===== config.mk =====
export PLATFORM = sky130hd
export DESIGN_NAME = adaptive_link_poll_scheduler_unit
export DESIGN_NICKNAME = d
export VERILOG_FILES = /design/src/hdl/alps_pkg.sv /design/src/hdl/adaptive_link_poll_scheduler_unit.sv /design/src/hdl/alps_cfg.sv /design/src/hdl/alps_sched.sv
export SDC_FILE = /design/constraint.sdc
export NUM_CORES = 1
export LEC_CHECK = 0
export ABC_AREA = 1
export BUFFER_PORTS_ARGS = -buffer_cell sky130_fd_sc_hd__buf_2
export CORE_AREA = 2 2 147 149
export CTS_CLUSTER_DIAMETER = 150
export DETAILED_ROUTE_END_ITERATION = 6
export DIE_AREA = 0 0 149 151
export GPL_ROUTABILITY_DRIVEN = 1
export HOLD_SLACK_MARGIN = 0.03
export PLACE_DENSITY = 0.76
export RECOVER_POWER = 50
export SLEW_MARGIN = 25
export SYNTH_ARGS = -nofsm -noshare
export SYNTH_HDL_FRONTEND = slang
export SYNTH_SLANG_ARGS = --single-unit

===== constraint.sdc =====
create_clock -name clk -period 2.5 [get_ports clk]
set_input_delay 0.375 -clock clk [delete_from_list [all_inputs] [get_ports clk]]
set_output_delay 0.375 -clock clk [all_outputs]
set_load 0.005 [all_outputs]

===== src/hdl/alps_pkg.sv =====
package alps_pkg;

  localparam logic [1:0] OP_TICK_MS     = 2'd0;
  localparam logic [1:0] OP_TICK_10MS   = 2'd1;
  localparam logic [1:0] OP_ACTIVITY    = 2'd2;

  localparam logic [2:0] REG_LINK_COUNT = 3'd0;
  localparam logic [2:0] REG_DOWN_PRES  = 3'd1;
  localparam logic [2:0] REG_UP_PRES    = 3'd2;
  localparam logic [2:0] REG_SIDE_PRES  = 3'd3;
  localparam logic [2:0] REG_PERIOD     = 3'd4;

  localparam int         PORT_BITS      = 8;
  localparam logic [6:0] MAX_INTERVAL   = 7'd64;
  localparam logic [6:0] STARTUP_RESET  = 7'd100;
  localparam logic [6:0] STARTUP_STEP   = 7'd10;
  localparam logic [15:0] PERIOD_RESET  = 16'd100;

  typedef struct packed {
    logic [1:0] op;
    logic [2:0] link_index;
    logic [7:0] down_online;
    logic       up_online;
    logic       side_online;
  } in_item_t;

  typedef struct packed {
    logic [7:0] down_sync;
    logic       up_sync;
    logic       side_sync;
    logic       forced_round;
    logic       started;
  } out_item_t;

  typedef struct packed {
    logic [3:0]  link_count;
    logic [7:0]  downlink_present;
    logic        uplink_present;
    logic        sidelink_present;
    logic [15:0] sync_all_period;
  } cfg_t;

endpackage


===== src/hdl/adaptive_link_poll_scheduler_unit.sv =====
// channel | direction | handshake            | payload
// in      | input     | in_valid / in_ready  | in_item   (alps_pkg::in_item_t)
// out     | output    | out_valid / out_ready| out_item  (alps_pkg::out_item_t)
// cfg     | input     | cfg_valid / cfg_ready| cfg_index, cfg_data
//
// one transaction per cycle unless stalled; result goes input reg -> output reg
// all per-link countdowns and intervals update in parallel in one pass
// rst is synchronous: resets link state, counters and configuration registers
// out_ready low holds the result; one more transaction waits in the input register
// cfg_ready is always high
module adaptive_link_poll_scheduler_unit #(
  parameter int LINKS = 8
) (
  input  logic                clk,
  input  logic                rst,
  input  logic                in_valid,
  output logic                in_ready,
  input  alps_pkg::in_item_t  in_item,
  output logic                out_valid,
  input  logic                out_ready,
  output alps_pkg::out_item_t out_item,
  input  logic                cfg_valid,
  output logic                cfg_ready,
  input  logic [2:0]          cfg_index,
  input  logic [15:0]         cfg_data
);

  alps_pkg::cfg_t      cfg;
  alps_pkg::in_item_t  hold_item;
  alps_pkg::out_item_t result;
  logic                hold_valid;
  logic                hold_fire;

  assign cfg_ready = 1'b1;
  assign hold_fire = hold_valid && (!out_valid || out_ready);
  assign in_ready  = !hold_valid || hold_fire;

  alps_cfg u_cfg (
    .clk       (clk),
    .rst       (rst),
    .cfg_valid (cfg_valid),
    .cfg_index (cfg_index),
    .cfg_data  (cfg_data),
    .cfg       (cfg)
  );

  alps_sched #(.LINKS(LINKS)) u_sched (
    .clk    (clk),
    .rst    (rst),
    .fire   (hold_fire),
    .item   (hold_item),
    .cfg    (cfg),
    .result (result)
  );

  always_ff @(posedge clk) begin
    if (rst) begin
      hold_valid <= 1'b0;
      out_valid  <= 1'b0;
    end else begin
      hold_valid <= (in_valid && in_ready) || (hold_valid && !hold_fire);
      out_valid  <= hold_fire || (out_valid && !out_ready);
    end
  end

  always_ff @(posedge clk) begin
    if (in_valid && in_ready) begin
      hold_item <= in_item;
    end
    if (hold_fire) begin
      out_item <= result;
    end
  end

endmodule


===== src/hdl/alps_cfg.sv =====
module alps_cfg (
  input  logic          clk,
  input  logic          rst,
  input  logic          cfg_valid,
  input  logic [2:0]    cfg_index,
  input  logic [15:0]   cfg_data,
  output alps_pkg::cfg_t cfg
);

  always_ff @(posedge clk) begin
    if (rst) begin
      cfg.link_count       <= '0;
      cfg.downlink_present <= '0;
      cfg.uplink_present   <= 1'b0;
      cfg.sidelink_present <= 1'b0;
      cfg.sync_all_period  <= alps_pkg::PERIOD_RESET;
    end else if (cfg_valid) begin
      case (cfg_index)
        alps_pkg::REG_LINK_COUNT: cfg.link_count       <= cfg_data[3:0];
        alps_pkg::REG_DOWN_PRES:  cfg.downlink_present <= cfg_data[7:0];
        alps_pkg::REG_UP_PRES:    cfg.uplink_present   <= cfg_data[0];
        alps_pkg::REG_SIDE_PRES:  cfg.sidelink_present <= cfg_data[0];
        alps_pkg::REG_PERIOD:     cfg.sync_all_period  <= cfg_data;
        default: begin
        end
      endcase
    end
  end

endmodule


===== src/hdl/alps_sched.sv =====
module alps_sched #(
  parameter int LINKS = 8
) (
  input  logic                clk,
  input  logic                rst,
  input  logic                fire,
  input  alps_pkg::in_item_t  item,
  input  alps_pkg::cfg_t      cfg,
  output alps_pkg::out_item_t result
);

  logic [15:0]      round_counter, round_counter_next;
  logic [6:0]       startup_delay, startup_delay_next;
  logic [6:0]       link_countdown [LINKS];
  logic [6:0]       link_countdown_next [LINKS];
  logic [6:0]       link_interval [LINKS];
  logic [6:0]       link_interval_next [LINKS];
  logic [LINKS-1:0] link_grace, link_grace_next;
  logic [LINKS-1:0] dsync;
  logic [7:0]       down_sync_w;
  logic             is_tick, is_slow, is_act, forced;

  assign is_tick = (item.op == alps_pkg::OP_TICK_MS);
  assign is_slow = (item.op == alps_pkg::OP_TICK_10MS);
  assign is_act  = (item.op == alps_pkg::OP_ACTIVITY);
  assign forced  = is_tick && (round_counter == 16'd0);

  always_comb begin
    round_counter_next = round_counter;
    if (is_tick) begin
      round_counter_next = forced ? cfg.sync_all_period : round_counter - 16'd1;
    end
  end

  always_comb begin
    startup_delay_next = startup_delay;
    if (is_slow) begin
      startup_delay_next = (startup_delay > alps_pkg::STARTUP_STEP) ?
                           startup_delay - alps_pkg::STARTUP_STEP : 7'd0;
    end
  end

  for (genvar g = 0; g < LINKS; g++) begin : g_slot
    logic       present, online, in_use, hit, expired;
    logic [6:0] cd_dec;

    if (g < alps_pkg::PORT_BITS) begin : g_bits
      assign present = cfg.downlink_present[g];
      assign online  = item.down_online[g];
    end else begin : g_nobits
      assign present = 1'b0;
      assign online  = 1'b0;
    end

    assign in_use  = {1'b0, cfg.link_count} > 5'(g);
    assign hit     = is_act && (5'(item.link_index) == 5'(g));
    assign cd_dec  = (link_countdown[g] != 7'd0) ? link_countdown[g] - 7'd1 : 7'd0;
    assign expired = (cd_dec == 7'd0);

    assign link_countdown_next[g] =
      hit ? 7'd0 :
      (is_tick && in_use) ? (expired ? link_interval[g] : cd_dec) :
      link_countdown[g];

    assign link_interval_next[g] =
      hit ? 7'd1 :
      (is_slow && in_use && !link_grace[g] && (link_interval[g] < alps_pkg::MAX_INTERVAL)) ?
        {link_interval[g][5:0], 1'b0} :
      link_interval[g];

    assign link_grace_next[g] = hit ? 1'b1 : (is_slow && in_use) ? 1'b0 : link_grace[g];

    assign dsync[g] = is_tick && in_use && (forced || expired) && present && (online || forced);
  end

  for (genvar b = 0; b < alps_pkg::PORT_BITS; b++) begin : g_out
    if (b < LINKS) begin : g_live
      assign down_sync_w[b] = dsync[b];
    end else begin : g_dead
      assign down_sync_w[b] = 1'b0;
    end
  end

  always_comb begin
    result.down_sync    = down_sync_w;
    result.up_sync      = is_tick && cfg.uplink_present && (item.up_online || forced);
    result.side_sync    = is_tick && cfg.sidelink_present && (item.side_online || forced);
    result.forced_round = forced;
    result.started      = (startup_delay_next == 7'd0);
  end

  always_ff @(posedge clk) begin
    if (rst) begin
      round_counter <= '0;
      startup_delay <= alps_pkg::STARTUP_RESET;
      link_grace    <= '1;
      for (int i = 0; i < LINKS; i++) begin
        link_countdown[i] <= '0;
        link_interval[i]  <= 7'd1;
      end
    end else if (fire) begin
      round_counter <= round_counter_next;
      startup_delay <= startup_delay_next;
      link_grace    <= link_grace_next;
      for (int i = 0; i < LINKS; i++) begin
        link_countdown[i] <= link_countdown_next[i];
        link_interval[i]  <= link_interval_next[i];
      end
    end
  end

  // startup delay only counts down
  a_started_holds: assert property (@(posedge clk) disable iff (rst)
    (startup_delay == 7'd0) |=> (startup_delay == 7'd0))
    else $error("startup delay left zero");

  a_forced_reload: assert property (@(posedge clk) disable iff (rst)
    (fire && forced) |=> (round_counter == $past(cfg.sync_all_period)))
    else $error("round counter not reloaded on forced round");

  a_forced_uplink: assert property (@(posedge clk) disable iff (rst)
    (fire && forced) |-> (result.up_sync == cfg.uplink_present))
    else $error("forced round missed the uplink");

endmodule


==> results.py <==
metrics = {
    "outcome": {
        "status": "completed",
    },
    "placement": {
        "hpwl_um": 16500,
        "portBuffers": 52,
        "gp_congestion": 0.908,
        "place_area_um2": 10800,
    },
    "worst_setup_path": {
        "cp.arrival_ns": 2.38,
        "cp_data_required_time_ns": 2.65,
        "path_max_fanout": 10,
        "ff2ff_setup_slack_ns": 0.27,
        "worst-setup-path-type": "reg2reg",
        "crit_path_end_kind": "flop",
        "critPathLaunchType": "flop",
    },
    "sta": {
        "post-route-min-period_ns": 2.23,
        "fmax_mhz": 448,
        "hold_viol": 0,
        "rsz0062_at_grt": "no",
        "fin_setup_tns_ns": 0,
        "tightest_slew_ns": 1.35,
        "relSlewSlack_pct": 9.68,
        "worst_clock_skew_ns": 0.0161,
        "setup_violations": 0,
        "drv_slew": 0,
        "period_share_pct": 89.3,
    },
    "clock_network": {
        "cts-root-buf": "clkbuf_16",
        "cts_max_level": 1,
        "tritoncts": "done",
        "clk_pin_slew_ns": 0.06,
        "insertion_delay_ns": 0.50,
        "cts_buffers": 22,
        "ctsResizeCount": 0,
        "cts_sinks": 202,
        "post_cts_buffers": 0,
        "clockBufferDepth": 3,
        "holdBufCountCts": 0,
    },
    "synth": {
        "seq_area_frac_synth_pct": 53.2,
        "synth.avg_cell_area_um2": 8.33,
        "synth.top_cell.area_share_pct": 40.8,
        "syn_area_um2": 10200,
        "synthCells": 1228,
        "ys_ff_latch": 202,
        "synth_fp_nets": 1278,
        "synth_area_leaders": "edfxtp_1 (41%), dfxtp_1 (12%), nand2_1 (9.2%), inv_1 (6.3%), nor2_1 (6.2%)",
        "yosys_warnings": 0,
        "synth_largest_area_cell": "edfxtp_1",
        "yosys.cell_types.count": 42,
    },
    "floorplanning": {
        "pin_count": 54,
        "die_w_um": 149,
        "core_um2": 20800,
        "rows": 53,
        "fp.dieH_um": 151,
        "start_util_pct": 49.1,
        "die-area_um2": 22500,
    },
    "grt": {
        "grt_pass1_wl_um": 36600,
        "grt_pass1_vias": 7852,
        "grt_overflow": 0,
        "grt_start_max_net_pins": 37,
        "grtUsageTotal_pct": 19.9,
        "antenna_found_initial": 0,
    },
    "flow_run": {
        "maxCapViolCount": 0,
    },
    "route": {
        "viasPerCell": 5.20,
        "dr.pass1.iters": 5,
        "wl_um": 22300,
        "ant_nets": 0,
        "drc": 0,
        "num_vias": 8291,
        "dr.first_iter.drc_count": 535,
        "wl_per_cell_um": 14.0,
    },
    "finish": {
        "drive_above_1_share_pct": 10.2,
        "fillCellCount": 1866,
        "fin_area_um2": 11500,
        "area_delta_synth_final_pct": 12.5,
        "n_antenna_cell": 0,
        "num-nets-final": 1352,
    },
    "power_and_ir_drop": {
        "irDropWorstVdd_uv": 504,
        "power_density_nw_per_um2": 716,
        "power_mw": 8.24,
        "p_leak_nw": 4.98,
    },
    "hold_path": {
        "hp-class": "in2reg",
    },
}
## final timing paths
| kind | endpoint | cells after the start | startpoint |
|---|---|---|---|
| worst max-delay path | u_sched.link_countdown[0][19] | 8 | hold_item[13] |
| worst min register to register | u_cfg.cfg[17] | 2 | u_cfg.cfg[17] |
| worst max register to register | u_sched.link_countdown[0][19] | 8 | hold_item[13] |
| worst min-delay path | hold_item[0] | 1 | in_item[0] |
## cell usage in the layout (no fill, tap or decap), types with 3 or more instances in the layout
cell,count
nand3_1,104
o21ai_0,77
nand2_2,5
clkbuf_16,25
o21ai_1,9
nor2_2,14
xor2_1,9
clkbuf_1,24
o22ai_1,16
inv_1,173
nor3_1,11
dfxtp_1,63
clkbuf_8,4
clkinv_2,3
ha_1,11
nor2_1,178
o211ai_1,8
inv_2,10
buf_2,41
edfxtp_1,139
buf_4,13
or2_2,3
o21bai_1,7
o31ai_1,4
nand4_1,21
nand2_1,255
nor2_4,5
a21oi_1,60
## worst max-delay path, cell delays in order, from the launching register on
cell and delay (ns):
edfxtp_1 0.39, nor2_1 0.20, inv_2 0.04, nor2_1 0.26
inv_1 0.07, nor2_1 0.19, nor2_1 0.20, a21oi_1 0.17
clkbuf_1 0.35
## power breakdown
part | internal [mW] | switching (mW) | total [mW] | leakage, nW
Combinational | 0.333 | 0.714 | 1.05 | 2.69
Sequential | 3.80 | 0.112 | 3.91 | 1.91
Clock | 2.02 | 1.26 | 3.28 | 0.372
Total | 6.16 | 2.08 | 8.24 | 4.98
## cell usage after synthesis (all sizes together)
master,count
o22ai,16
conb,1
o211ai,10
edfxtp,139
o41ai,2
buf,18
nand3,104
dfxtp,63
or2,4
a21oi,60
a21o,1
xnor2,1
inv,185
nand3b,1
o21bai,7
nand2,260
nor3,13
clkbuf,6
o21ai,87
o31ai,4
nand4,22
o21a,2
a22oi,2
nor2b,1
nor2,198
a41oi,1
ha,11
xor2,9
## per-layer routing
metal / wire length [µm] / track usage [%] / vias up
met3: 1190 / 2.74 / 41
met1: 9880 / 25.5 / 3812
met2: 10700 / 35.3 / 210
met5: 0 / 0 / -
li1: - / - / 4228
met4: 495 / 6.14 / 0
## per-stage QoR
stage               std cells  hold WS (ns)  worst slack [ns]  util, %
floorplan                1228         0.420             0.164        -
global placement         1553         0.434             0.496     52.1
detailed placement       1553         0.435             0.409     52.1
CTS                      1593        0.0435             0.391     55.7
global route             1593        0.0415             0.131     55.3
finish                   1593        0.0487             0.268     55.3
## kinds of logic (layout without fill, tap and decap cells)
| kind of cell | after synthesis | after routing | share of synthesized area, % |
|---|---|---|---|
| other | 1 | 1 | 0.0367 |
| AO/OA/AOI/OAI | 192 | 192 | 10.5 |
| flip-flops | 202 | 202 | 53.2 |
| adder cells (fa/ha/maj) | 11 | 11 | 1.35 |
| buffers and inverters | 209 | 299 | 8.27 |
| AND/OR/NAND/NOR | 603 | 603 | 25.9 |
| XOR/XNOR | 10 | 10 | 0.857 |
## area by class of cell
type,count,area [µm²],area share (%)
multi-input cells,817,3900,33.9
flip-flops and latches,202,5440,47.2
inverters,185,698,6.07
repair buffers,74,379,3.29
clock buffers,34,699,6.08
clock inverters,6,52.6,0.457
well taps,275,344,2.99
## flip-flops by register name, summed over array words and instances (netlist names), 7 cells and up
register and count:
u_cfg.cfg 30, u_sched.round_counter 16, u_sched.link_grace 8, u_sched.link_countdown 56
out_item 12, u_sched.startup_delay 7, hold_item 15, u_sched.link_interval 56
Power figures use the tool's default switching activity.
